[src/hw/rtl/ilic_pkg.sv]
// Shared constants, codes and chain types of the integer list ingest block.
package ilic_pkg;

  localparam int MAX_ENTRIES = 512;
  localparam int IDX_W       = $clog2(MAX_ENTRIES);
  localparam int CNT_W       = $clog2(MAX_ENTRIES + 1);
  localparam int HELD_W      = 10;
  localparam int VAL_W       = 32;

  typedef enum logic [2:0] {
    STAT_STORED     = 3'd0,
    STAT_NOT_NUMBER = 3'd1,
    STAT_RANGE      = 3'd2,
    STAT_DUPLICATE  = 3'd3,
    STAT_FULL       = 3'd4,
    STAT_FAILED     = 3'd5
  } status_t;

  // Search token walking down the cell chain toward cell 0.
  typedef struct packed {
    logic valid;
    logic hit;
  } tok_t;

  // Broadcast from the controller to every cell.
  typedef struct packed {
    logic             inject;
    logic [IDX_W-1:0] inj_idx;
    logic             wr_en;
    logic [IDX_W-1:0] wr_idx;
    logic [VAL_W-1:0] query;
  } bcast_t;

endpackage

[src/hw/rtl/ilic_cell.sv]
// One list cell: holds a stored value and compares the passing search token.
module ilic_cell (
  input  logic                       clk,
  input  logic                       rst,
  input  logic [ilic_pkg::IDX_W-1:0] idx,
  input  ilic_pkg::bcast_t           bc,
  input  ilic_pkg::tok_t             tok_in,
  output ilic_pkg::tok_t             tok_out
);
  import ilic_pkg::*;

  logic [VAL_W-1:0] stored;
  logic             tv;
  logic             th;
  logic             start;

  // search enters at the topmost live cell
  assign start = bc.inject && (bc.inj_idx == idx);

  always_ff @(posedge clk) begin
    if (rst) begin
      tv <= 1'b0;
    end else begin
      tv <= start | tok_in.valid;
    end
  end

  always_ff @(posedge clk) begin
    th <= start ? 1'b0 : tok_in.hit;
    if (bc.wr_en && (bc.wr_idx == idx)) begin
      stored <= bc.query;
    end
  end

  assign tok_out.valid = tv;
  assign tok_out.hit   = th | (stored == bc.query);

endmodule

[config.mk]
export PLATFORM = sky130hd
export DESIGN_NAME = ilic_cell
export DESIGN_NICKNAME = d
export VERILOG_FILES = /design/src/hw/rtl/ilic_pkg.sv /design/src/hw/rtl/ilic_cell.sv
export SDC_FILE = /design/constraint.sdc
export NUM_CORES = 1
export LEC_CHECK = 0
export ABC_CLOCK_PERIOD_IN_PS = 8000
export BUFFER_PORTS_ARGS = -buffer_cell sky130_fd_sc_hd__clkbuf_2
export CORE_UTILIZATION = 50
export DETAILED_ROUTE_END_ITERATION = 12
export PLACE_DENSITY = 0.88
export SKIP_CTS_REPAIR_TIMING = 1
export SYNTH_ARGS = -nofsm -noshare
export SYNTH_HDL_FRONTEND = slang
export SYNTH_SLANG_ARGS = --single-unit
[constraint.sdc]
create_clock -name clk -period 8 [get_ports clk]
set_input_delay 1.2 -clock clk [delete_from_list [all_inputs] [get_ports clk]]
set_output_delay 1.2 -clock clk [all_outputs]
set_load 0.05 [all_outputs]
==> out/results.tsv <==
metric	value	unit
synthTopCellsByArea	edfxtp_1, xnor2_1, xor2_1	
wl_per_cell	12.11	um
fin_crit	3667	ps
htreeDepth	2	
peakVddDrop	0.1010	mV
startpoint_type	primary input	
clockRootBuffer	clkbuf_4	
grt_pass1_vias	1065	
gr-usage-all-layers	18.50	%
cp_cell_sequence	clkbuf_2, xnor2_1, nand4_1, nor4_1, a41o_1, clkbuf_2	
core	2877	um2
leakagePower	0.7737	nW
max_slew_margin	72.44	%
antenna_found_initial	0	
setup_violations	0	
avgSynthCellArea	14.83	um2
layout.cells.non_filler	221	
cp_num_cells	6	
crit_top_cell	clkbuf_2	
hold_class	primary input to flip-flop	
drtIter0Drc	48	
rows	19	
failed_checks	design-rule violations	
p_per_area	158.8	nW/um2
fill_cells	216	
worstHoldStart	rst	
regArea	1001	um2
cp-end-kind	output pin	
initial_core_util	54.63	%
wirelength	2676	um
clock_sinks	34	
viasPerCell	4.769	
fin_hold_ws	1035	ps
cpMaxStageDelayCell	nor4_1	
fin_area	2004	um2
antenna_cells	0	
tns	0	ps
drive_gt1_share	40.78	%
drc_errors	3	
final_common_cell	clkbuf_2	
fin_crit_sh	45.84	%
dpl.cell_count	214	
dp_hpwl	2200	um
die_y	58.06	um
yosysTopAreaCell	edfxtp_1	
required	6800	ps
ys_ff_latch	34	
nets	244	
cts_buffers	5	
crit_end	tok_out[0]	
synth-seq-area-share	63.69	%
routabilityCongestion	0.6651	
place.port_buffers	66	
critPathMaxFanout	2	
multi_input_area	564.3	um2
dpl-instance-area	1959	um2
drtAntennaViolNets	0	
hold_violations	0	
cts_tree	built	
final_cell_mix	clkbuf_2, xnor2_1, edfxtp_1, xor2_1, nand4_1	
dr_total_vias	1054	
dieWidth	58.06	um
hold_depth	2	
grt_max_degree	33	
max-clock-path-buffers	2	
slowest_delay	380	ps
grt_first_pass_wirelength	4450	um
grt_overflow_total	0	
crit_type	primary input to output pin	
synthesis.nets	171	
crit_arrival	2470	ps
firstDrtPassIters	11	
cp_top_family	simple AND/OR/NAND/NOR gates	
max_freq	272.7	MHz
synthCells	106	
maxSlewViolCount	0	
fp.dieArea	3371	um2
synth_top_area_share	61.15	%
ys_types	14	
cp_num_buf_inv	2	
syn_to_final_growth	27.55	%
rsz0062_at_grt	false	
worst_pin_slew	413.4	ps
status	finished with violations	
yosysWarningCount	0	
maxCapViolCount	0	
syn_area	1572	um2
ioPinCount	67	
crit_start	bc[12]	
cts.clk_slew.worst_paths	80	ps
-- power by group --
part | switching [W] | leakage (nW) | internal (W)
Sequential | 0.000000284 | 0.304 | 0.000195
Clock | 0.0000491 | 0.0254 | 0.0000331
Combinational | 0.0000183 | 0.444 | 0.0000226
Total | 0.0000677 | 0.774 | 0.000251
-- registers in the layout, summed over array words and instances, names as in the netlist --
signal  count
stored     32
tv          1
th          1
-- logic make-up after synthesis --
logic type	count (synthesis)	share of synthesized area (%)
flops	34	63.69
simple gates	18	6.767
compound gates	2	0.9551
xor+xnor	50	27.87
buf+inv	2	0.7165
-- per-stage QoR --
| stage | total power (W) | utilization (%) | setup slack, ps |
|---|---|---|---|
| 3_3_place_gp | 0.0002387 | 68.12 | 4374 |
| 4_1_cts | 0.0003225 | 69.68 | 4309 |
| 5_1_grt | 0.0003349 | 69.68 | 4204 |
| 6_report | 0.0003183 | 69.68 | 4333 |
| 2_1_floorplan | 0.0002175 | - | 3849 |
| 3_5_place_dp | 0.0002408 | 68.12 | 4326 |
-- per-layer routing --
metal | global-route usage (%) | vias to the layer above | wire, um
met5 | 0 | - | 0
met4 | 9.184 | 0 | 29
met3 | 4.911 | 4 | 232
met2 | 29.89 | 60 | 1310
met1 | 23.03 | 456 | 1104
li1 | - | 534 | -
-- cell usage after synthesis --
cell and n:
a21oi_1 1, edfxtp_1 32, and2_1 1, xnor2_1 34
buf_4 1, nor2_1 1, inv_1 1, nor4_1 5
nand2_1 1, xor2_1 16, dfxtp_1 2, a41o_1 1
nand4_1 9, nor3_1 1
-- how the worst min path moves through the flow --
stage,to
4_1_cts,tv
5_1_grt,tv
2_1_floorplan,tv
3_3_place_gp,tv
3_5_place_dp,tv
6_report,tv
-- cell type report --
cell class / count / share of cell area, %
repair buffers: 67 / 16.85
clock buffers: 7 / 2.247
multi-input cells: 70 / 28.15
inverters: 1 / 0.1873
well taps: 42 / 2.622
flip-flops and latches: 34 / 49.94
Note: power is estimated with default switching activity, not from simulation.
